--- src/hw/rtl/ldr_pkg.sv ---
// Shared types and constants for the LED dimmer ramp channel.
// No dependencies; every other file imports this package.
package ldr_pkg;

    localparam int LevelW   = 8;
    localparam int MsW      = 24;
    localparam int OpW      = 3;
    localparam int StepW    = 3;
    localparam int CfgAddrW = 5;
    localparam int CfgDataW = 32;
    localparam int CfgIdxW  = 3;

    localparam logic [MsW-1:0] MS_MAX = {MsW{1'b1}};

    // operation codes of an input request
    localparam logic [OpW-1:0] OP_TICK      = 3'd0;
    localparam logic [OpW-1:0] OP_SWITCH    = 3'd1;
    localparam logic [OpW-1:0] OP_ABSOLUTE  = 3'd2;
    localparam logic [OpW-1:0] OP_RELATIVE  = 3'd3;
    localparam logic [OpW-1:0] OP_DAY_NIGHT = 3'd4;

    // configuration register indexes
    localparam logic [CfgIdxW-1:0] REG_DAY_LEVEL       = 3'd0;
    localparam logic [CfgIdxW-1:0] REG_USE_DAY_LEVEL   = 3'd1;
    localparam logic [CfgIdxW-1:0] REG_NIGHT_LEVEL     = 3'd2;
    localparam logic [CfgIdxW-1:0] REG_USE_NIGHT_LEVEL = 3'd3;
    localparam logic [CfgIdxW-1:0] REG_ABSOLUTE_RAMP   = 3'd4;
    localparam logic [CfgIdxW-1:0] REG_RELATIVE_RAMP   = 3'd5;
    localparam logic [CfgIdxW-1:0] REG_MIN_LEVEL       = 3'd6;
    localparam logic [CfgIdxW-1:0] REG_MAX_LEVEL       = 3'd7;

    typedef enum logic [2:0] {
        TASK_IDLE = 3'd0,
        TASK_STOP = 3'd1,
        TASK_ON   = 3'd2,
        TASK_OFF  = 3'd3,
        TASK_SET  = 3'd4,
        TASK_UP   = 3'd5,
        TASK_DOWN = 3'd6
    } t_task;

    typedef struct packed {
        logic [LevelW-1:0] day_level;
        logic              use_day_level;
        logic [LevelW-1:0] night_level;
        logic              use_night_level;
        logic [MsW-1:0]    absolute_ramp_ms;
        logic [MsW-1:0]    relative_ramp_ms;
        logic [LevelW-1:0] min_level;
        logic [LevelW-1:0] max_level;
    } t_cfg;

    // controller -> datapath
    typedef struct packed {
        logic load_item;
        logic exec;
        logic div_start;
        logic load_interval;
        logic step_commit;
    } t_cmd;

    // datapath -> controller
    typedef struct packed {
        logic is_tick;
        logic need_div;
        logic div_done;
        logic has_result;
        logic out_busy;
    } t_stat;

endpackage

--- src/hw/rtl/ldr_in_if.sv ---
// Input request channel of the dimmer channel: valid/ready plus command fields.
// Depends on ldr_pkg for field widths.
interface ldr_in_if import ldr_pkg::*; ();
    logic              valid;
    logic              ready;
    logic [OpW-1:0]    operation;
    logic              switch_on;
    logic [LevelW-1:0] level;
    logic              direction;
    logic [StepW-1:0]  step_code;
    logic              night;

    modport source (
        output valid, operation, switch_on, level, direction, step_code, night,
        input  ready
    );
    modport sink (
        input  valid, operation, switch_on, level, direction, step_code, night,
        output ready
    );
endinterface

--- src/hw/rtl/ldr_out_if.sv ---
// Result channel of the dimmer channel: valid/ready plus drive level or status.
// Depends on ldr_pkg for field widths.
interface ldr_out_if import ldr_pkg::*; ();
    logic              valid;
    logic              ready;
    logic              report_kind;
    logic [LevelW-1:0] current_level;
    logic              is_on;
    logic              on_changed;

    modport source (
        output valid, report_kind, current_level, is_on, on_changed,
        input  ready
    );
    modport sink (
        input  valid, report_kind, current_level, is_on, on_changed,
        output ready
    );
endinterface

--- src/hw/rtl/ldr_cfg_regs.sv ---
// APB-style configuration register file of the dimmer channel.
// Depends on ldr_pkg (t_cfg, register indexes).
module ldr_cfg_regs import ldr_pkg::*; (
    input  logic                i_clk,
    input  logic                i_rst_n,
    input  logic                psel,
    input  logic                penable,
    input  logic                pwrite,
    input  logic [CfgAddrW-1:0] paddr,
    input  logic [CfgDataW-1:0] pwdata,
    output logic [CfgDataW-1:0] prdata,
    output logic                pready,
    output t_cfg                o_cfg
);

    t_cfg               r_cfg;
    logic [CfgIdxW-1:0] idx;
    logic               wr_en;

    assign idx    = paddr[CfgAddrW-1:2];
    assign wr_en  = psel && penable && pwrite;
    assign pready = 1'b1;
    assign o_cfg  = r_cfg;

    always_ff @(posedge i_clk) begin
        if (!i_rst_n) begin
            r_cfg.day_level        <= 8'd255;
            r_cfg.use_day_level    <= 1'b1;
            r_cfg.night_level      <= 8'd26;
            r_cfg.use_night_level  <= 1'b1;
            r_cfg.absolute_ramp_ms <= 24'd1000;
            r_cfg.relative_ramp_ms <= 24'd5000;
            r_cfg.min_level        <= 8'd0;
            r_cfg.max_level        <= 8'd255;
        end else if (wr_en) begin
            case (idx)
                REG_DAY_LEVEL:       r_cfg.day_level        <= pwdata[LevelW-1:0];
                REG_USE_DAY_LEVEL:   r_cfg.use_day_level    <= pwdata[0];
                REG_NIGHT_LEVEL:     r_cfg.night_level      <= pwdata[LevelW-1:0];
                REG_USE_NIGHT_LEVEL: r_cfg.use_night_level  <= pwdata[0];
                REG_ABSOLUTE_RAMP:   r_cfg.absolute_ramp_ms <= pwdata[MsW-1:0];
                REG_RELATIVE_RAMP:   r_cfg.relative_ramp_ms <= pwdata[MsW-1:0];
                REG_MIN_LEVEL:       r_cfg.min_level        <= pwdata[LevelW-1:0];
                REG_MAX_LEVEL:       r_cfg.max_level        <= pwdata[LevelW-1:0];
                default: ;
            endcase
        end
    end

    always_comb begin
        prdata = '0;
        case (idx)
            REG_DAY_LEVEL:       prdata[LevelW-1:0] = r_cfg.day_level;
            REG_USE_DAY_LEVEL:   prdata[0]          = r_cfg.use_day_level;
            REG_NIGHT_LEVEL:     prdata[LevelW-1:0] = r_cfg.night_level;
            REG_USE_NIGHT_LEVEL: prdata[0]          = r_cfg.use_night_level;
            REG_ABSOLUTE_RAMP:   prdata[MsW-1:0]    = r_cfg.absolute_ramp_ms;
            REG_RELATIVE_RAMP:   prdata[MsW-1:0]    = r_cfg.relative_ramp_ms;
            REG_MIN_LEVEL:       prdata[LevelW-1:0] = r_cfg.min_level;
            REG_MAX_LEVEL:       prdata[LevelW-1:0] = r_cfg.max_level;
            default:             prdata = '0;
        endcase
    end

endmodule

--- src/hw/rtl/ldr_div.sv ---
// Serial restoring divider: ramp duration / level distance, one quotient bit a cycle.
// Depends on ldr_pkg for widths.
module ldr_div import ldr_pkg::*; (
    input  logic              i_clk,
    input  logic              i_rst_n,
    input  logic              i_start,
    input  logic [MsW-1:0]    i_dividend,
    input  logic [LevelW-1:0] i_divisor,
    output logic              o_done,
    output logic [MsW-1:0]    o_quotient
);

    localparam int CntW = $clog2(MsW);

    logic              r_busy;
    logic              r_done;
    logic [CntW-1:0]   r_cnt;
    logic [MsW-1:0]    r_quo;
    logic [LevelW-1:0] r_rem;
    logic [LevelW-1:0] r_dvs;

    logic [LevelW:0]   rem_sh;
    logic              q_bit;
    logic [LevelW:0]   rem_sub;

    // shift the next dividend bit into the partial remainder
    assign rem_sh  = {r_rem, r_quo[MsW-1]};
    assign q_bit   = (rem_sh >= {1'b0, r_dvs});
    assign rem_sub = rem_sh - {1'b0, r_dvs};

    assign o_done     = r_done;
    assign o_quotient = r_quo;

    always_ff @(posedge i_clk) begin
        if (!i_rst_n) begin
            r_busy <= 1'b0;
            r_done <= 1'b0;
            r_cnt  <= '0;
        end else begin
            r_done <= 1'b0;
            if (i_start) begin
                r_busy <= 1'b1;
                r_cnt  <= '0;
            end else if (r_busy) begin
                r_cnt <= r_cnt + 1'b1;
                if (r_cnt == CntW'(MsW - 1)) begin
                    r_busy <= 1'b0;
                    r_done <= 1'b1;
                end
            end
        end
    end

    always_ff @(posedge i_clk) begin
        if (i_start) begin
            r_quo <= i_dividend;
            r_rem <= '0;
            r_dvs <= i_divisor;
        end else if (r_busy) begin
            r_quo <= {r_quo[MsW-2:0], q_bit};
            r_rem <= q_bit ? rem_sub[LevelW-1:0] : rem_sh[LevelW-1:0];
        end
    end

endmodule

--- src/hw/rtl/ldr_dpath.sv ---
// Datapath of the dimmer channel: level and task state, ramp timing, result register.
// Depends on ldr_pkg and ldr_div.
module ldr_dpath import ldr_pkg::*; (
    input  logic              i_clk,
    input  logic              i_rst_n,
    input  t_cfg              i_cfg,
    input  t_cmd              i_cmd,
    output t_stat             o_stat,
    input  logic [OpW-1:0]    i_operation,
    input  logic              i_switch_on,
    input  logic [LevelW-1:0] i_level,
    input  logic              i_direction,
    input  logic [StepW-1:0]  i_step_code,
    input  logic              i_night,
    input  logic              i_out_ready,
    output logic              o_out_valid,
    output logic              o_report_kind,
    output logic [LevelW-1:0] o_current_level,
    output logic              o_is_on,
    output logic              o_on_changed
);

    // latched request
    logic [OpW-1:0]    r_op;
    logic              r_switch_on;
    logic [LevelW-1:0] r_level;
    logic              r_direction;
    logic [StepW-1:0]  r_step_code;
    logic              r_night;

    // channel state
    logic [LevelW-1:0] r_level_now;
    logic [LevelW-1:0] r_target;
    t_task             r_task;
    logic              r_ramp_started;
    logic [MsW-1:0]    r_interval;
    logic [MsW-1:0]    r_elapsed;
    logic [LevelW-1:0] r_last_day;
    logic [LevelW-1:0] r_last_night;
    logic              r_night_mode;
    logic              r_reported_on;

    // result register
    logic              r_out_valid;
    logic              r_out_kind;
    logic [LevelW-1:0] r_out_level;
    logic              r_out_on;
    logic              r_out_changed;

    logic [LevelW-1:0] goal;
    logic [LevelW-1:0] level_gap;
    logic [MsW-1:0]    dur;
    logic              is_ramp;
    logic              at_goal;
    logic              can_up;
    logic              can_dn;
    logic              step_due;
    logic              on_now;
    logic              has_result;
    logic [LevelW-1:0] new_level;
    logic [LevelW-1:0] on_target;
    logic              div_done;
    logic [MsW-1:0]    quotient;

    always_comb begin
        case (r_task)
            TASK_ON, TASK_SET: goal = r_target;
            TASK_UP:           goal = i_cfg.max_level;
            default:           goal = i_cfg.min_level;
        endcase
    end

    assign is_ramp  = r_task inside {TASK_ON, TASK_SET, TASK_OFF, TASK_UP, TASK_DOWN};
    assign at_goal  = (r_level_now == goal);
    assign level_gap = (r_level_now > goal) ? (r_level_now - goal) : (goal - r_level_now);
    assign dur      = (r_task == TASK_UP || r_task == TASK_DOWN) ? i_cfg.relative_ramp_ms
                                                                 : i_cfg.absolute_ramp_ms;
    assign can_up   = (r_level_now < goal) && (r_level_now < i_cfg.max_level);
    assign can_dn   = (r_level_now > goal) && (r_level_now > i_cfg.min_level);
    assign step_due = (r_elapsed >= r_interval);
    assign on_now   = (r_level_now != '0);
    assign new_level = can_up ? (r_level_now + 1'b1) : (r_level_now - 1'b1);

    assign has_result = (r_task == TASK_STOP) ||
                        (is_ramp && !at_goal && step_due && (can_up || can_dn));

    always_comb begin
        if (r_night_mode) begin
            on_target = i_cfg.use_night_level ? i_cfg.night_level : r_last_night;
        end else begin
            on_target = i_cfg.use_day_level ? i_cfg.day_level : r_last_day;
        end
    end

    ldr_div u_div (
        .i_clk      (i_clk),
        .i_rst_n    (i_rst_n),
        .i_start    (i_cmd.div_start),
        .i_dividend (dur),
        .i_divisor  (level_gap),
        .o_done     (div_done),
        .o_quotient (quotient)
    );

    assign o_stat.is_tick    = (r_op == OP_TICK);
    assign o_stat.need_div   = is_ramp && !at_goal && !r_ramp_started;
    assign o_stat.div_done   = div_done;
    assign o_stat.has_result = has_result;
    assign o_stat.out_busy   = r_out_valid && !i_out_ready;

    always_ff @(posedge i_clk) begin
        if (i_cmd.load_item) begin
            r_op        <= i_operation;
            r_switch_on <= i_switch_on;
            r_level     <= i_level;
            r_direction <= i_direction;
            r_step_code <= i_step_code;
            r_night     <= i_night;
        end
    end

    always_ff @(posedge i_clk) begin
        if (!i_rst_n) begin
            r_level_now    <= '0;
            r_target       <= '0;
            r_task         <= TASK_IDLE;
            r_ramp_started <= 1'b0;
            r_interval     <= '0;
            r_elapsed      <= '0;
            r_last_day     <= '0;
            r_last_night   <= '0;
            r_night_mode   <= 1'b0;
            r_reported_on  <= 1'b0;
            r_out_valid    <= 1'b0;
        end else begin
            // a new result may replace the one taken at this edge
            if (i_cmd.step_commit && has_result) begin
                r_out_valid <= 1'b1;
            end else if (r_out_valid && i_out_ready) begin
                r_out_valid <= 1'b0;
            end

            if (i_cmd.exec) begin
                case (r_op)
                    OP_TICK: begin
                        if (r_elapsed != MS_MAX) begin
                            r_elapsed <= r_elapsed + 1'b1;
                        end
                    end
                    OP_SWITCH: begin
                        r_ramp_started <= 1'b0;
                        if (r_switch_on) begin
                            r_target <= on_target;
                            r_task   <= TASK_ON;
                        end else begin
                            if (r_night_mode) begin
                                r_last_night <= r_level_now;
                            end else begin
                                r_last_day <= r_level_now;
                            end
                            r_task <= TASK_OFF;
                        end
                    end
                    OP_ABSOLUTE: begin
                        r_target       <= r_level;
                        r_task         <= TASK_SET;
                        r_ramp_started <= 1'b0;
                    end
                    OP_RELATIVE: begin
                        r_ramp_started <= 1'b0;
                        if (r_step_code == '0) begin
                            r_task <= TASK_STOP;
                        end else if (r_direction) begin
                            r_task <= TASK_UP;
                        end else begin
                            r_task <= TASK_DOWN;
                        end
                    end
                    OP_DAY_NIGHT: begin
                        r_night_mode <= r_night;
                    end
                    default: ;
                endcase
            end

            if (i_cmd.load_interval) begin
                r_interval <= quotient;
            end

            if (i_cmd.step_commit) begin
                if (r_task == TASK_STOP) begin
                    r_task         <= TASK_IDLE;
                    r_ramp_started <= 1'b0;
                    r_reported_on  <= on_now;
                end else if (is_ramp) begin
                    if (at_goal) begin
                        r_task         <= TASK_STOP;
                        r_ramp_started <= 1'b0;
                    end else if (step_due) begin
                        if (can_up || can_dn) begin
                            r_level_now    <= new_level;
                            r_ramp_started <= 1'b1;
                            r_elapsed      <= '0;
                        end else begin
                            // limit reached before the target
                            r_task         <= TASK_STOP;
                            r_ramp_started <= 1'b0;
                        end
                    end
                end
            end
        end
    end

    always_ff @(posedge i_clk) begin
        if (i_cmd.step_commit && has_result) begin
            if (r_task == TASK_STOP) begin
                r_out_kind    <= 1'b1;
                r_out_level   <= r_level_now;
                r_out_on      <= on_now;
                r_out_changed <= (on_now != r_reported_on);
            end else begin
                r_out_kind    <= 1'b0;
                r_out_level   <= new_level;
                r_out_on      <= (new_level != '0);
                r_out_changed <= 1'b0;
            end
        end
    end

    assign o_out_valid     = r_out_valid;
    assign o_report_kind   = r_out_kind;
    assign o_current_level = r_out_level;
    assign o_is_on         = r_out_on;
    assign o_on_changed    = r_out_changed;

endmodule

--- src/hw/rtl/ldr_ctrl.sv ---
// Sequencer of the dimmer channel: accept, execute, divide, step, and result hand-off.
// Depends on ldr_pkg (t_cmd, t_stat).
module ldr_ctrl import ldr_pkg::*; (
    input  logic  i_clk,
    input  logic  i_rst_n,
    input  logic  i_in_valid,
    output logic  o_in_ready,
    output t_cmd  o_cmd,
    input  t_stat i_stat
);

    typedef enum logic [1:0] {
        S_IDLE,
        S_EXEC,
        S_DIV,
        S_STEP
    } t_state;

    t_state r_state;
    t_state n_state;
    logic   r_in_ready;

    assign o_in_ready = r_in_ready;

    always_comb begin
        o_cmd   = '0;
        n_state = r_state;
        case (r_state)
            S_IDLE: begin
                if (i_in_valid) begin
                    o_cmd.load_item = 1'b1;
                    n_state         = S_EXEC;
                end
            end
            S_EXEC: begin
                o_cmd.exec = 1'b1;
                if (!i_stat.is_tick) begin
                    n_state = S_IDLE;
                end else if (i_stat.need_div) begin
                    o_cmd.div_start = 1'b1;
                    n_state         = S_DIV;
                end else begin
                    n_state = S_STEP;
                end
            end
            S_DIV: begin
                if (i_stat.div_done) begin
                    o_cmd.load_interval = 1'b1;
                    n_state             = S_STEP;
                end
            end
            S_STEP: begin
                // hold while a result is due and the previous one is not taken
                if (!(i_stat.has_result && i_stat.out_busy)) begin
                    o_cmd.step_commit = 1'b1;
                    n_state           = S_IDLE;
                end
            end
            default: n_state = S_IDLE;
        endcase
    end

    always_ff @(posedge i_clk) begin
        if (!i_rst_n) begin
            r_state    <= S_IDLE;
            r_in_ready <= 1'b1;
        end else begin
            r_state    <= n_state;
            r_in_ready <= (n_state == S_IDLE);
        end
    end

endmodule

--- src/hw/rtl/led_dimmer_ramp_channel.sv ---
// LED dimmer ramp channel, top level: APB registers, sequencer and datapath.
// Commands pass accept and execute; a tick also passes the step state and the
// serial divider (one quotient bit a cycle) when the step interval is computed.
// One request at a time; a pending result does not block commands.
// Synchronous active-low reset: level 0, idle, day mode, registers to defaults.
// Depends on ldr_pkg, ldr_in_if, ldr_out_if, ldr_cfg_regs, ldr_ctrl, ldr_dpath.
module led_dimmer_ramp_channel import ldr_pkg::*; (
    input  logic                i_clk,
    input  logic                i_rst_n,
    ldr_in_if.sink              i_in,
    ldr_out_if.source           o_out,
    input  logic                psel,
    input  logic                penable,
    input  logic                pwrite,
    input  logic [CfgAddrW-1:0] paddr,
    input  logic [CfgDataW-1:0] pwdata,
    output logic [CfgDataW-1:0] prdata,
    output logic                pready
);

    t_cfg  cfg;
    t_cmd  cmd;
    t_stat stat;
    logic  in_ready;

    assign i_in.ready = in_ready;

    ldr_cfg_regs u_cfg_regs (
        .i_clk   (i_clk),
        .i_rst_n (i_rst_n),
        .psel    (psel),
        .penable (penable),
        .pwrite  (pwrite),
        .paddr   (paddr),
        .pwdata  (pwdata),
        .prdata  (prdata),
        .pready  (pready),
        .o_cfg   (cfg)
    );

    ldr_ctrl u_ctrl (
        .i_clk      (i_clk),
        .i_rst_n    (i_rst_n),
        .i_in_valid (i_in.valid),
        .o_in_ready (in_ready),
        .o_cmd      (cmd),
        .i_stat     (stat)
    );

    ldr_dpath u_dpath (
        .i_clk           (i_clk),
        .i_rst_n         (i_rst_n),
        .i_cfg           (cfg),
        .i_cmd           (cmd),
        .o_stat          (stat),
        .i_operation     (i_in.operation),
        .i_switch_on     (i_in.switch_on),
        .i_level         (i_in.level),
        .i_direction     (i_in.direction),
        .i_step_code     (i_in.step_code),
        .i_night         (i_in.night),
        .i_out_ready     (o_out.ready),
        .o_out_valid     (o_out.valid),
        .o_report_kind   (o_out.report_kind),
        .o_current_level (o_out.current_level),
        .o_is_on         (o_out.is_on),
        .o_on_changed    (o_out.on_changed)
    );

endmodule
--- src/flat_wrapper.sv ---
// flat-port wrapper written by rule: the top's interface ports become plain ports
module led_dimmer_ramp_channel_flat import ldr_pkg::*;
  (i_clk, i_rst_n, psel, penable, pwrite, paddr, pwdata, prdata, pready, i_in_valid, i_in_operation, i_in_switch_on, i_in_level, i_in_direction, i_in_step_code, i_in_night, i_in_ready, o_out_valid, o_out_report_kind, o_out_current_level, o_out_is_on, o_out_on_changed, o_out_ready);
  ldr_in_if i_in_i ();
  ldr_out_if o_out_i ();
  input  logic i_clk;
  input  logic i_rst_n;
  input  logic psel;
  input  logic penable;
  input  logic pwrite;
  input  logic [CfgAddrW-1:0] paddr;
  input  logic [CfgDataW-1:0] pwdata;
  output logic [CfgDataW-1:0] prdata;
  output logic pready;
  input wire logic [$bits(i_in_i.valid)-1:0] i_in_valid;
  input wire logic [$bits(i_in_i.operation)-1:0] i_in_operation;
  input wire logic [$bits(i_in_i.switch_on)-1:0] i_in_switch_on;
  input wire logic [$bits(i_in_i.level)-1:0] i_in_level;
  input wire logic [$bits(i_in_i.direction)-1:0] i_in_direction;
  input wire logic [$bits(i_in_i.step_code)-1:0] i_in_step_code;
  input wire logic [$bits(i_in_i.night)-1:0] i_in_night;
  output wire logic [$bits(i_in_i.ready)-1:0] i_in_ready;
  output wire logic [$bits(o_out_i.valid)-1:0] o_out_valid;
  output wire logic [$bits(o_out_i.report_kind)-1:0] o_out_report_kind;
  output wire logic [$bits(o_out_i.current_level)-1:0] o_out_current_level;
  output wire logic [$bits(o_out_i.is_on)-1:0] o_out_is_on;
  output wire logic [$bits(o_out_i.on_changed)-1:0] o_out_on_changed;
  input wire logic [$bits(o_out_i.ready)-1:0] o_out_ready;
  assign i_in_i.valid = i_in_valid;
  assign i_in_i.operation = i_in_operation;
  assign i_in_i.switch_on = i_in_switch_on;
  assign i_in_i.level = i_in_level;
  assign i_in_i.direction = i_in_direction;
  assign i_in_i.step_code = i_in_step_code;
  assign i_in_i.night = i_in_night;
  assign i_in_ready = i_in_i.ready;
  assign o_out_valid = o_out_i.valid;
  assign o_out_report_kind = o_out_i.report_kind;
  assign o_out_current_level = o_out_i.current_level;
  assign o_out_is_on = o_out_i.is_on;
  assign o_out_on_changed = o_out_i.on_changed;
  assign o_out_i.ready = o_out_ready;
  led_dimmer_ramp_channel u_core (.i_clk(i_clk), .i_rst_n(i_rst_n), .i_in(i_in_i), .o_out(o_out_i), .psel(psel), .penable(penable), .pwrite(pwrite), .paddr(paddr), .pwdata(pwdata), .prdata(prdata), .pready(pready));
endmodule
--- config.mk ---
export PLATFORM = sky130hd
export DESIGN_NAME = led_dimmer_ramp_channel_flat
export DESIGN_NICKNAME = d
export VERILOG_FILES = /design/src/hw/rtl/ldr_pkg.sv /design/src/hw/rtl/ldr_in_if.sv /design/src/hw/rtl/ldr_out_if.sv /design/src/hw/rtl/ldr_cfg_regs.sv /design/src/hw/rtl/ldr_div.sv /design/src/hw/rtl/ldr_dpath.sv /design/src/hw/rtl/ldr_ctrl.sv /design/src/hw/rtl/led_dimmer_ramp_channel.sv /design/src/flat_wrapper.sv
export SDC_FILE = /design/constraint.sdc
export NUM_CORES = 1
export LEC_CHECK = 0
export BUFFER_PORTS_ARGS = -buffer_cell sky130_fd_sc_hd__buf_2
export CAP_MARGIN = 15
export CORE_MARGIN = 4
export CORE_UTILIZATION = 60
export CTS_CLUSTER_SIZE = 14
export DETAILED_ROUTE_END_ITERATION = 10
export PLACE_DENSITY_LB_ADDON = 0.25
export RECOVER_POWER = 100
export SKIP_CTS_REPAIR_TIMING = 1
export SYNTH_ARGS = -nofsm -noshare
export SYNTH_HDL_FRONTEND = slang
export SYNTH_HIERARCHICAL = 1
export SYNTH_SLANG_ARGS = --single-unit
--- constraint.sdc ---
create_clock -name i_clk -period 5.3 [get_ports i_clk]
set_input_delay 0 -clock i_clk [delete_from_list [all_inputs] [get_ports i_clk]]
set_output_delay 0 -clock i_clk [all_outputs]
set_load 0.01 [all_outputs]
Word-level counts from Yosys, hierarchy flattened
Cells that the tools add are included.
{"block": "word_totals", "reg_bits": 247, "latchBits": 0, "mem_bits_rw": 0, "mem_bits_ro": 0, "in_bits": 61, "out_inout_bits": 46, "elab_cells": 195, "n_memories": 0}
{"block": "op_classes", "add_sub_neg": 7, "multipliers": 0, "div_mod_pow": 0, "order_cmp": 6, "eq_ne": 25, "shifts": 0, "muxes": 67, "n_bitwise": 6, "n_reduce_logical": 47}
{"cell": "$mux W24", "count": 12}
{"cell": "$mux W8", "count": 8}
{"cell": "$pmux W7 S6", "count": 1}
{"cell": "$pmux W16 S2", "count": 1}
{"cell": "$pmux W8 S2", "count": 2}
{"cell": "$mux W1", "count": 26}
{"cell": "$add A24 B1 Y24 const B", "count": 1}
{"cell": "$eq A3 B3 Y1 const B", "count": 8}
{"cell": "$ge A24 B24 Y1", "count": 1}
{"cell": "$mux W3", "count": 8}
{"cell": "$ne A24 B24 Y1 const B", "count": 1}
{"cell": "$sub A8 B8 Y8", "count": 3}
{"cell": "$reduce_and A2 Y1", "count": 10}
{"cell": "$eq A3 B2 Y1 const B", "count": 6}
{"cell": "$gt A8 B8 Y1", "count": 2}
{"cell": "$lt A8 B8 Y1", "count": 2}
{"cell": "$reduce_bool A8 Y1", "count": 2}
{"cell": "$logic_and A1 B1 Y1", "count": 12}
{"cell": "$mux W2", "count": 6}
{"cell": "$eq A3 B1 Y1 const B", "count": 3}
{"cell": "$ge A9 B8 Y1", "count": 1}
{"cell": "$logic_not A3 Y1", "count": 3}
{"cell": "$pmux W3 S3", "count": 1}
{"cell": "$add A8 B1 Y8 const B", "count": 1}
{"cell": "other kinds (21)", "count": 37}

Logic depth before layout (Yosys ltp)
Gate-level depths: netlist (run 1).
{"block": "depth", "word_depth": 17, "depth_mapped": 28, "depth_no_buf": 23}

Modules after synthesis
Netlist (run 1), hierarchy kept.
{"module": "ldr_dpath", "instances": 1, "cells_each": 800, "area_per_inst_um2": 7359.6, "seq_area_each_um2": 2582.5}
{"module": "ldr_cfg_regs", "instances": 1, "cells_each": 398, "area_per_inst_um2": 3843.7, "seq_area_each_um2": 1641.6}
{"module": "ldr_div", "instances": 1, "cells_each": 180, "area_per_inst_um2": 2269.7, "seq_area_each_um2": 1261.2}
{"module": "ldr_ctrl", "instances": 1, "cells_each": 22, "area_per_inst_um2": 173.9, "seq_area_each_um2": 60.1}

Least setup slack after synthesis (run 1)
Ideal clock, no wire load.
{"block": "synth_path", "path_kind": "reg2reg", "start": "register u_core.u_dpath.r_task[1]", "end": "register u_core.u_dpath.r_out_level[7] (netlist: u_core/u_dpath/o_current_level[7]) (data pin)", "setup_time_ns": 0.264, "t_arrival_ns": 4.322, "t_required_ns": 5.036, "path_slack_ns": 0.714, "path_stages_with_launch": 24, "n_path_buf": 1, "period_less_slack_ns": 4.586, "cell_sequence": "dfxtp_1 > clkinv_1 > nand2_1 > buf_1 > o22ai_1 > a21oi_1 > o21a_1 > ha_1 > inv_1 > fa_1 > nand3_1 > a21boi_4 > nor2_2 > and4b_4 > inv_1 > ha_1 > a21o_1 > a21oi_1 > nor2b_1 > o31ai_1 > a21oi_1 > xnor2_1 > o21ai_0 > xnor2_1"}
{"block": "synth_between", "elab_chain_len": 7, "elab_cells_between_ends": 10, "cone_classes": "1 x order compare; 4 x eq/ne; 3 x mux; 2 x reduce/logical"}
{"element": "from (decl)", "line": "ldr_dpath.sv:34", "rtl": "t_task r_task;"}
{"element": "from (signal assigned)", "line": "ldr_dpath.sv:126", "rtl": "r_task <= TASK_IDLE;"}
{"element": "from (signal assigned)", "line": "ldr_dpath.sv:154", "rtl": "r_task <= TASK_ON;"}
{"element": "from (signal assigned)", "line": "ldr_dpath.sv:161", "rtl": "r_task <= TASK_OFF;"}
{"element": "$eq A3 B2 Y1 or $eq A3 B3 Y1 (tied branches)", "line": "ldr_dpath.sv:66", "rtl": "case (r_task)"}
{"element": "$reduce_or A2 Y1", "line": "ldr_dpath.sv:66"}
{"element": "$pmux W8 S2", "line": "ldr_dpath.sv:66"}
{"element": "$lt A8 B8 Y1", "line": "ldr_dpath.sv:78", "rtl": "assign can_up = (r_level_now < goal) && (r_level_now < i_cfg.max_level);"}
{"element": "$logic_and A1 B1 Y1", "line": "ldr_dpath.sv:78"}
{"element": "$mux W8", "line": "ldr_dpath.sv:82", "rtl": "assign new_level = can_up ? (r_level_now + 1'b1) : (r_level_now - 1'b1);"}
{"element": "$mux W8 *", "line": "ldr_dpath.sv:217", "rtl": "if (r_task == TASK_STOP) begin"}
{"element": "to (signal assigned)", "line": "ldr_dpath.sv:219", "rtl": "r_out_level <= r_level_now;"}
{"element": "to (signal assigned)", "line": "ldr_dpath.sv:224", "rtl": "r_out_level <= new_level;"}
{"element": "to (decl)", "line": "ldr_dpath.sv:46", "rtl": "logic [LevelW-1:0] r_out_level;"}
Every way passes the cells marked *; elsewhere a longest branch is shown, timed or not.
A chain may end at the register's enable or synchronous reset.

Worst setup path in the final report (run 1)
Ends and elaborated chain as after synthesis.

==> run_results.csv, run 1 <==
group,metric,value,unit
status,outcome,"finished, violations left",
status,violations,"capacitance limit, slew limit",
synthesis,ys_seq_area_frac,0.406,
synthesis,syn_inst,1400,
drt,route.detailed.drc,0,
global_route,grtUsageTotal,0.244,
worst_hold_path,holdCritStartpoint,"penable",
drt,drt-met1-wl,15100,µm
timing,worst_slew_pin_slew,3.90,ns
synthesis,synth_top_cell_by_area,"dfxtp_1",
floorplanning,start_util,0.618,
synthesis,ys_seq_elements,247,
timing,fin_crit_sh,0.938,
floorplanning,dieArea,0.0252,mm²
worst_hold_path,hold_class,"in2reg",
clock_tree,numCtsBuffers,27,
timing,slew_headroom,-1.60,
final_layout,final_common_cell,"dfxtp_1",
drt,wl_met2,14600,µm
final_layout,fin_area,0.0154,mm²
synthesis,syn_area_per_cell,9.75,µm²
timing,whs,0.0174,ns
place,place_hpwl,22500,µm
critical_path,required,5.58,ns
drt,drt_iter0_markers,949,
global_route,grt-ovfl-total,0,
critical_path,regToRegStartpoint,"u_core/u_dpath/r_task[1]",
drt,vias,10600,
drt,drt_pass1_iterations,5,
synthesis,synth_flop_cell,"dfxtp_1",
critical_path,critPathMaxFanout,10,
final_layout,num-nets-final,1645,
critical_path,startpoint,"u_core/u_dpath/r_task[1]",
synthesis,post-synth-top-area-fraction,0.274,
global_route,grt_pass1_wl,51800,µm
clock_tree,cts-root-buf,"clkbuf_16",
synthesis,synth-async-reset-ratio,0,
final_layout,most-common-layout-cells,"187 x dfxtp_1, 130 x nand2_1, 125 x mux2i_1",
timing,skew,0.0139,ns
global_route,grt_max_degree,102,
critical_path,crit_type,"reg2reg",
synthesis,synth_edf_count,60,
synthesis,syn_area,0.0136,mm²
drt,ant_nets,0,
synthesis,yosys-top-cells-area,"dfxtp_1 27%, edfxtp_1 13%, mux2i_1 9.2%",
final_layout,num_antenna_cells,0,
critical_path,end_kind,"register",
place,routabilityCongestion,0.919,
final_layout,n_fill_cell,1692,
final_layout,syn_to_final_growth,12.9,%
drt,route.met3.wl,2230,µm
floorplanning,coreArea,0.0221,mm²
critical_path,start_kind,"register",
clock_tree,clock_path_buffers,3,
final_layout,drive_above_1_share,0.132,
critical_path,r2r_cells,21,
drt,post_drt_wl_per_cell,18.0,µm
floorplanning,io_pins,107,
synthesis,yosysUniqueCellTypes,92,
timing,timing.fmax,201,MHz
critical_path,rrSetupSlack,0.33,ns
critical_path,arrival,5.25,ns
timing,hold_viol_final,0,
power,p_per_area,288,mW/mm²
floorplanning,die_h,159,µm
synthesis,yosysWarningCount,6,
timing,finalMaxSlewViolations,163,
drt,top_layer,"met4",
clock_tree,clk_latency,0.54,ns
job,max-cap-violations,2,
timing,setup_viol,0,
timing,tns,0,ns
critical_path,critPathCapture,"u_core/u_dpath/o_current_level[7]",
global_route,antenna_found_initial,1,
clock_tree,clock-sinks,247,
clock_tree,cts.clk_slew.worst_paths,0.06,ns
timing,rsz0062_at_grt,"no",
drt,wl,32500,µm
clock_tree,cts_tree,"built",
global_route,grt_pass1_vias,10000,
timing,fin_crit,4.97,ns
place,io_buffers,87,
clock_tree,htreeDepth,1,
floorplanning,die-width,159,µm
drt,viasPerCell,5.87,
floorplanning,row_count,54,
place,place_area,0.0142,mm²
power,leakagePower,6.22,nW
power,peakVddDrop,0.277,mV
critical_path,rr_endpoint,"u_core/u_dpath/o_current_level[7]",
-- registers in the layout, summed over array words and instances (netlist names), 24 cells and up --
register,cells
u_core/u_cfg_regs/o_cfg,82
u_core/u_dpath/r_elapsed,24
u_core/u_dpath/r_interval,24
u_core/u_dpath/u_div/o_quotient,24
-- routing by layer --
| layer | vias to the layer above | track usage |
|---|---|---|
| met5 | - | 0 |
| met4 | 0 | 0.0635 |
| met1 | 5039 | 0.356 |
| met3 | 58 | 0.0404 |
| li1 | 5181 | - |
| met2 | 354 | 0.381 |
-- worst min path at each step --
stage,endpoint,slack [ns],depth (start not counted)
final,u_core/u_cfg_regs/o_cfg[28],0.02,4
after global routing,u_core/u_cfg_regs/o_cfg[28],0.03,4
after CTS,u_core/u_dpath/r_switch_on,-0.38,1
after floorplan,u_core/u_ctrl/o_in_ready,0.07,1
after detailed placement,u_core/u_dpath/r_step_code[1],0.18,1
after global placement,u_core/u_dpath/r_level[7],0.18,1
-- worst max-delay path, cell delays in order, from the launching register on --
cell	delay, ns
dfxtp_1	0.34
clkinv_1	0.24
nand2_1	0.31
buf_4	0.21
o22ai_1	0.08
a21oi_1	0.15
o21a_1	0.17
ha_1	0.29
and4_4	0.23
a21boi_4	0.14
nor2_2	0.15
and4b_4	0.29
inv_1	0.14
ha_1	0.33
a21o_1	0.19
a21oi_1	0.21
nor2b_1	0.10
o31ai_1	0.32
a21oi_1	0.13
xnor2_1	0.32
o21ai_0	0.18
xnor2_1	0.15
-- synth_stat cells (17+ instances only) --
cell and n:
nor3_1 24, a22o_1 17, mux2_2 58, mux2i_1 125, xor2_1 25, nand3_1 20, a21oi_1 64, nor2b_1 76
xnor2_1 21, inv_1 86, nand2_1 130, ha_1 71, edfxtp_1 60, o21ai_0 48, clkbuf_1 34, dfxtp_1 187
nor2_1 76, a211oi_1 19, o211ai_1 17
-- stage by stage --
step / setup slack [ns] / power (mW) / util / instances
after CTS: 0.395 / 4.43 / 0.681 / 1765
after floorplan: 0.714 / 2.50 / - / 1407
after detailed placement: 0.402 / 2.62 / 0.641 / 1715
after global routing: 0.0283 / 4.60 / 0.697 / 1810
after global placement: 0.518 / 2.60 / 0.641 / 1715
final: 0.329 / 4.44 / 0.697 / 1810
-- kinds of logic after synthesis --
kind of cell	synth area share
adder cells (fa/ha/maj)	0.0710
XOR/XNOR	0.0295
other	0.000550
multiplexers	0.145
AND/OR/NAND/NOR	0.161
AO/OA/AOI/OAI	0.131
flip-flops	0.406
buffers and inverters	0.0557
-- area by class of cell --
type / count / area (µm²) / area share
clock buffer: 33 / 748 / 0.0486
tap: 280 / 350 / 0.0227
clock inverter: 17 / 119 / 0.00772
inverter: 87 / 327 / 0.0212
sequential: 247 / 5550 / 0.360
timing repair buffer: 150 / 961 / 0.0624
multi-input combinational: 996 / 7360 / 0.477
-- power by group --
group          switching, mW  internal, mW  total, mW
registers             0.0305          1.98       2.01
clock network          0.781          1.05       1.83
logic                  0.341         0.261      0.603
total                   1.15          3.29       4.44
No activity file was read; power rests on OpenSTA's default activity.
==> inputs of run 2 (changes only) <==
- PLACE_DENSITY: default -> 0.82
- PLACE_DENSITY_LB_ADDON: 0.25 -> default
==> run 2 against run 1 <==
Effect of this change: the run ends with hold timing, capacitance limit, slew limit left; die area unchanged; hold slack got worse by 0.044 ns; register-to-register slack improved by 0.08 ns; setup slack improved by 0.083 ns; routed wire length increased by 3.8%; global-route usage increased by 0.53 points; clock-buffer cell count increased by 5; non-clock buffer count decreased by 3.
==> run_results.csv, run 2 (synthesis results as in run 1) <==
group,metric,value,unit
floorplanning,coreArea,0.0221,mm²
clock_tree,cts_tree,"built",
global_route,grt_max_degree,98,
clock_tree,clock_path_buffers,3,
clock_tree,clk_latency,0.55,ns
final_layout,final_common_cell,"dfxtp_1",
final_layout,largest_reg_flops,82,
clock_tree,clock-sinks,247,
floorplanning,start_util,0.618,
drt,drt_pass1_iterations,7,
worst_hold_path,hold_class,"in2reg",
final_layout,num_antenna_cells,0,
power,power_switching,1.13,mW
power,p_per_area,292,mW/mm²
final_layout,num-nets-final,1641,
critical_path,cpMaxStageDelayCell,"dfxtp_1",
clock_tree,numCtsBuffers,26,
final_layout,most-common-layout-cells,"186 x dfxtp_1, 131 x nand2_1, 125 x mux2i_1",
drt,route.detailed.drc,0,
critical_path,critPathMaxFanout,18,
global_route,antenna_found_initial,0,
critical_path,rrSetupSlack,0.41,ns
timing,tns,0,ns
power,p_int,3.35,mW
floorplanning,io_pins,107,
drt,vias,10900,
timing,hold_viol_final,1,
global_route,grt_pass1_vias,10200,
power,power,4.48,mW
floorplanning,die_h,159,µm
floorplanning,die-width,159,µm
drt,drt_iter0_markers,1038,
global_route,grt_pass1_wl,52600,µm
critical_path,path_cells,"xor2_1 > nand2b_1 > o221a_2 > ha_1 > and4_1 > a21boi_4 > nor2_2 > and4b_4 > inv_1 > ha_1 > a21o_1 > a21oi_1 > nor2b_1 > o31ai_1 > a21oi_1 > xnor2_2 > o21ai_0 > xnor2_1",
critical_path,end_kind,"register",
final_layout,n_fill_cell,1686,
timing,fin_crit,4.89,ns
floorplanning,row_count,54,
timing,timing.fmax,205,MHz
worst_hold_path,holdCritStartpoint,"penable",
worst_hold_path,worstHoldPathCells,4,
timing,worst_slew_pin_slew,2.23,ns
final_layout,multi_input_area,0.00731,mm²
place,dp.cells,1713,
place,routabilityCongestion,0.930,
timing,slew_headroom,-0.495,
status,outcome,"finished, violations left",
critical_path,required,5.56,ns
clock_tree,cts.clk_slew.worst_paths,0.06,ns
power,pwr-share-clk,0.419,
drt,post_drt_wl_per_cell,18.7,µm
critical_path,r2r_cells,18,
critical_path,start_kind,"register",
floorplanning,dieArea,0.0252,mm²
critical_path,regToRegStartpoint,"u_core/u_dpath/r_task[2]",
critical_path,slowest_delay,0.73,ns
final_layout,instances_no_fill,1805,
job,max-cap-violations,2,
worst_hold_path,whs_endpoint,"u_core/u_cfg_regs/o_cfg[28]",
critical_path,crit_type,"reg2reg",
global_route,grtUsageTotal,0.250,
clock_tree,htreeDepth,1,
drt,wl,33800,µm
timing,rsz0062_at_grt,"no",
power,peakVddDrop,0.313,mV
final_layout,final_util,0.696,
timing,skew,0.0253,ns
timing,fin_crit_sh,0.922,
drt,viasPerCell,6.04,
place,place_hpwl,23100,µm
final_layout,drive_above_1_share,0.128,
timing,finalMaxSlewViolations,44,
power,p_comb_frac,0.134,
clock_tree,cts-root-buf,"clkbuf_16",
power,seqPwrFrac,0.448,
power,switching_share,0.253,
place,io_buffers,87,
status,violations,"hold timing, capacitance limit, slew limit",
global_route,grt-ovfl-total,0,
drt,ant_nets,0,
power,leakagePower,6.18,nW
timing,whs,-0.0263,ns
critical_path,rr_endpoint,"u_core/u_dpath/o_current_level[7]",
final_layout,syn_to_final_growth,12.6,%
timing,setup_viol,0,
critical_path,arrival,5.15,ns
final_layout,seq_area,0.00555,mm²
## run 2: cell type report
type,instances,share of cell area
well taps,280,0.0228
multi-input cells,996,0.475
clock inverters,10,0.00830
repair buffers,147,0.0608
clock buffers,38,0.0505
inverters,87,0.0215
flip-flops and latches,247,0.361
## run 2: stage by stage
stage | cell area [µm²] | setup WS (ns)
after floorplan | 13700 | 0.714
after global placement | 14200 | 0.437
after detailed placement | 14200 | 0.381
after CTS | 15100 | 0.331
after global routing | 15400 | 0.0570
final | 15400 | 0.411
## run 2: how the worst max path moves through the flow
stage | slack, ns | endpoint | startpoint | depth (start not counted)
2_1_floorplan | 0.71 | u_core/u_dpath/o_current_level[7] | u_core/u_dpath/r_task[1] | 23
3_3_place_gp | 0.44 | u_core/u_dpath/o_current_level[7] | u_core/u_dpath/r_task[1] | 21
3_5_place_dp | 0.38 | u_core/u_dpath/o_current_level[7] | u_core/u_dpath/r_task[1] | 21
4_1_cts | 0.33 | u_core/u_dpath/o_current_level[7] | u_core/u_dpath/r_task[1] | 22
5_1_grt | 0.06 | u_core/u_dpath/o_current_level[7] | u_core/u_dpath/r_task[2] | 18
6_report | 0.41 | u_core/u_dpath/o_current_level[7] | u_core/u_dpath/r_task[2] | 18
## run 2: power groups by stage
stage	Clock, mW	Sequential, mW	Combinational (mW)
2_1_floorplan	0	2.03	0.464
3_3_place_gp	0	2.04	0.554
3_5_place_dp	0	2.05	0.570
4_1_cts	1.91	2.01	0.575
5_1_grt	1.98	2.01	0.663
6_report	1.88	2.01	0.599
## run 2: layer usage
metal | global-route usage | vias to the layer above | wire length (µm)
met5 | 0 | - | 0
met4 | 0.0738 | 0 | 929
met3 | 0.0327 | 74 | 2480
met2 | 0.404 | 422 | 15700
met1 | 0.353 | 5222 | 14700
li1 | - | 5179 | -
## run 2: worst max-delay path, delay by kind of cell (launching register included)
family | cells | cell delay (ns)
compound gates | 7 | 1.59
simple gates | 5 | 0.88
flops | 1 | 0.73
fa+ha+maj | 2 | 0.63
xor+xnor | 3 | 0.57
buf+inv | 1 | 0.21
